<file path="config.mk">
export PLATFORM = sky130hd
export DESIGN_NAME = r2fft_ram
export DESIGN_NICKNAME = d
export VERILOG_FILES = /design/src/sv/r2fft_ram.sv
export SDC_FILE = /design/constraint.sdc
export NUM_CORES = 2
export LEC_CHECK = 0
export ABC_AREA = 1
export BUFFER_PORTS_ARGS = -buffer_cell sky130_fd_sc_hd__clkbuf_2
export CAP_MARGIN = 20
export CORE_ASPECT_RATIO = 0.5
export CORE_MARGIN = 2
export CORE_UTILIZATION = 40
export CTS_CLUSTER_SIZE = 28
export DETAILED_ROUTE_END_ITERATION = 10
export GPL_ROUTABILITY_DRIVEN = 1
export PLACE_DENSITY = 0.58
export SKIP_CTS_REPAIR_TIMING = 1
export SLEW_MARGIN = 20
export SYNTH_ARGS = -nofsm -noshare
export SYNTH_HDL_FRONTEND = slang
export SYNTH_SLANG_ARGS = --single-unit
</file>
<file path="constraint.sdc">
create_clock -name clk -period 5.4 [get_ports clk]
set_input_delay 0.27 -clock clk [delete_from_list [all_inputs] [get_ports clk]]
set_output_delay 0.27 -clock clk [all_outputs]
set_load 0.03 [all_outputs]
</file>
<file path="src/sv/r2fft_ram.sv">
// generic single port ram with registered read
module r2fft_ram #(
  parameter int WIDTH = 32,
  parameter int DEPTH = 64
) (
  input  logic                     clk,
  input  logic                     we,
  input  logic [$clog2(DEPTH)-1:0] addr,
  input  logic [WIDTH-1:0]         wdata,
  output logic [WIDTH-1:0]         rdata
);
  logic [WIDTH-1:0] mem [DEPTH];
  always_ff @(posedge clk) begin
    if (we) mem[addr] <= wdata;
    rdata <= mem[addr];
  end
endmodule

</file>
==> results.toml <==
[timing]
timing.hold.ws_ps = 92.3
finalHoldViolCount = 0
fmax_mhz = 302
worst_pin_slew_ps = 1300
post-route-min-period_ps = 3310
finalMaxSlewViolations = 0
finClkSkew_ps = 25.3
rsz0062_at_grt = "no"
setup-tns-final_ps = 0
setup_viol = 0
min_period_over_period = 0.613
slew-limit-headroom = 0.134

[layout]
fillers = 19720
area_growth_pct = 12.2
layout-drive-gt1-share = 0.0709
finalNetCount = 8497
instances_no_fill = 11494
final_cell_area_um2 = 97000

[setup_path]
r2r-end = "rdata[27]$_DFF_P_"
crit_required_ps = 6080
rr_worst_depth = 10
worstPathMaxFanout = 117
worstPathCellList = "buf_8 > inv_8 > buf_12 > buf_4 > nand2_1 > nand2_1 > nand2_1 > nand2_1 > nand2_1 > nand2_1 > nand2_1 > nand2_1 > nor2_1 > nand2_1"
cp_slowest_cell = "nor2_1"
rrSetupSlack_ps = 3350
end_kind = "flip-flop"
critPathTopFamily = "buffers and inverters"
r2r-start = "mem[23][27]$_DFFE_PP_"
crit_top_cell = "nand2_1"
slowest_delay_ps = 780
arrival_ps = 3990
cp.depth = 14
startpoint = "addr[0]"
critical_path_buf_inv_count = 4
crit_type = "in2reg"
start_kind = "input pin"

[yosys]
synth_edf_count = 2048
ys_seq_area_frac = 0.718
ys_ff_latch = 2080
yosys_warnings = 0
synth_area_leader_cell = "edfxtp_1"
post_synth_num_cell_types = 21
syn_area_um2 = 86500
yosysMostFrequentCell = "nand2_1"
yosys-top-cells-area = "edfxtp_1, nand2_1, buf_2"
synth_top_cell_area_share = 0.711
syn_area_per_cell_um2 = 10.2
synth.top_cells.by_count = "nand2_1, edfxtp_1, buf_2, nor2_1, clkbuf_1"
syn_inst = 8440
ys.flop_type = "edfxtp_1"
synthArstFlopShare = 0
synth_nets = 8480

[global_route]
antenna_found_initial = 11
grt_first_pass_wirelength_um = 363000
grt_max_degree = 201
grt_pass1_vias = 53395
overflow = 0
grtUsageTotal = 0.223

[route]
drt_wl_total_um = 249000
ant_nets = 0
vias = 58025
drt_iter0_drc = 6722
routed_via_density = 5.05
drcViolationCount = 0
wl_per_cell_um = 21.7
drt-pass1-iter-count = 7

[floorplanning]
coreArea_um2 = 215000
rows = 120
die_h_um = 333
dieArea_um2 = 220000
ios = 72
die_w_um = 662
start_util = 0.403

[clock_network]
clkSlewWorstSetupHoldPaths_ps = 70
cts_root_buf = "clkbuf_16"
clock_latency_ps = 840
cts_buffers = 193
clock_path_buffers = 3
clock-sinks = 2080
cts_tree = "built"
htreeDepth = 4

[place]
place_congestion = 0.803
dpl_cell_area_um2 = 90600
dpl.cell_count = 11128
dp_hpwl_um = 130000
port_buffers = 71

[hold_path]
min_to = "mem[9][30]$_DFFE_PP_"
hp-start = "wdata[30]"
hp-class = "in2reg"
whs_path_depth = 2

[run]
cap_violations = 0

[power]
power.density_nw_per_um2 = 351
p_leak_nw = 40.2
vdd_drop_max_mv = 0.340

[outcome]
status = "completed"
-- cells by family (layout without fill, tap and decap cells) --
group           after synthesis  in the layout  synth area share
compound gates               12             12          0.000839
buf+inv                     452            634            0.0240
flops                      2080           2080             0.718
other cells                   0              5                 0
simple gates               5896           5896             0.257
-- layer usage --
layer | track usage | vias up | wire length (um)
met1 | 0.338 | 28293 | 114000
met2 | 0.339 | 2118 | 111000
met4 | 0.0538 | 2 | 5060
li1 | - | 27309 | -
met3 | 0.0288 | 303 | 18800
met5 | 0 | - | 13
-- power breakdown --
part           internal [mW]  total, mW  switching, mW
logic                  0.473       2.15           1.68
clock network           7.90       13.9           6.02
registers               17.9       17.9         0.0676
-- worst register-to-register path, cell delays in order, from the launching register on --
cell      delay (ps)
edfxtp_1         360
nand2_1           70
nand2_1           60
nand2_1           50
nand2_1           90
nand2_1           70
nand2_1           80
nand2_1          140
nand2_1           70
nor2_1           780
nand2_1          130
-- metrics by stage --
step                       util  setup slack [ps]  power, mW
after floorplan               -               845       19.5
after global placement    0.422              1460       20.4
after detailed placement  0.422              1490       20.4
after CTS                 0.452              2390       34.2
after global routing      0.452              2100       35.0
final                     0.452              2090       34.0
-- layout by cell type, fill, tap and decap left out, types with 7 or more instances in the layout --
master / n
buf_12: 23
buf_4: 149
bufinv_16: 18
clkbuf_1: 47
clkbuf_16: 200
clkbuf_2: 68
clkbuf_8: 20
clkinv_1: 36
clkinv_2: 31
dfxtp_1: 32
edfxtp_1: 2048
inv_1: 16
inv_2: 11
nand2_1: 5728
nand3_1: 13
nor2_1: 75
nor2_4: 62
nor3_4: 7
-- worst max-delay path by stage --
stage | end | slack (ps)
after floorplan | mem[41][0]$_DFFE_PP_ | 850
after global placement | rdata[27]$_DFF_P_ | 1460
after detailed placement | rdata[27]$_DFF_P_ | 1490
after CTS | rdata[27]$_DFF_P_ | 2390
after global routing | rdata[28]$_DFF_P_ | 2100
final | rdata[27]$_DFF_P_ | 2090
-- cell type report --
class                   count  area, um^2  share of cell area
inverters                  30         135             0.00139
diodes                      5        12.5            0.000129
repair buffers            244        1970              0.0203
flip-flops and latches   2080       62100               0.640
clock inverters            93         908             0.00936
multi-input cells        5908       22800               0.235
well taps                2867        3590              0.0370
clock buffers             267        5460              0.0562
-- sequential cells by signal, summed over array words and instances, names as in the netlist --
register,count
mem,2048
rdata,32
(Power assumes the default switching activity.)
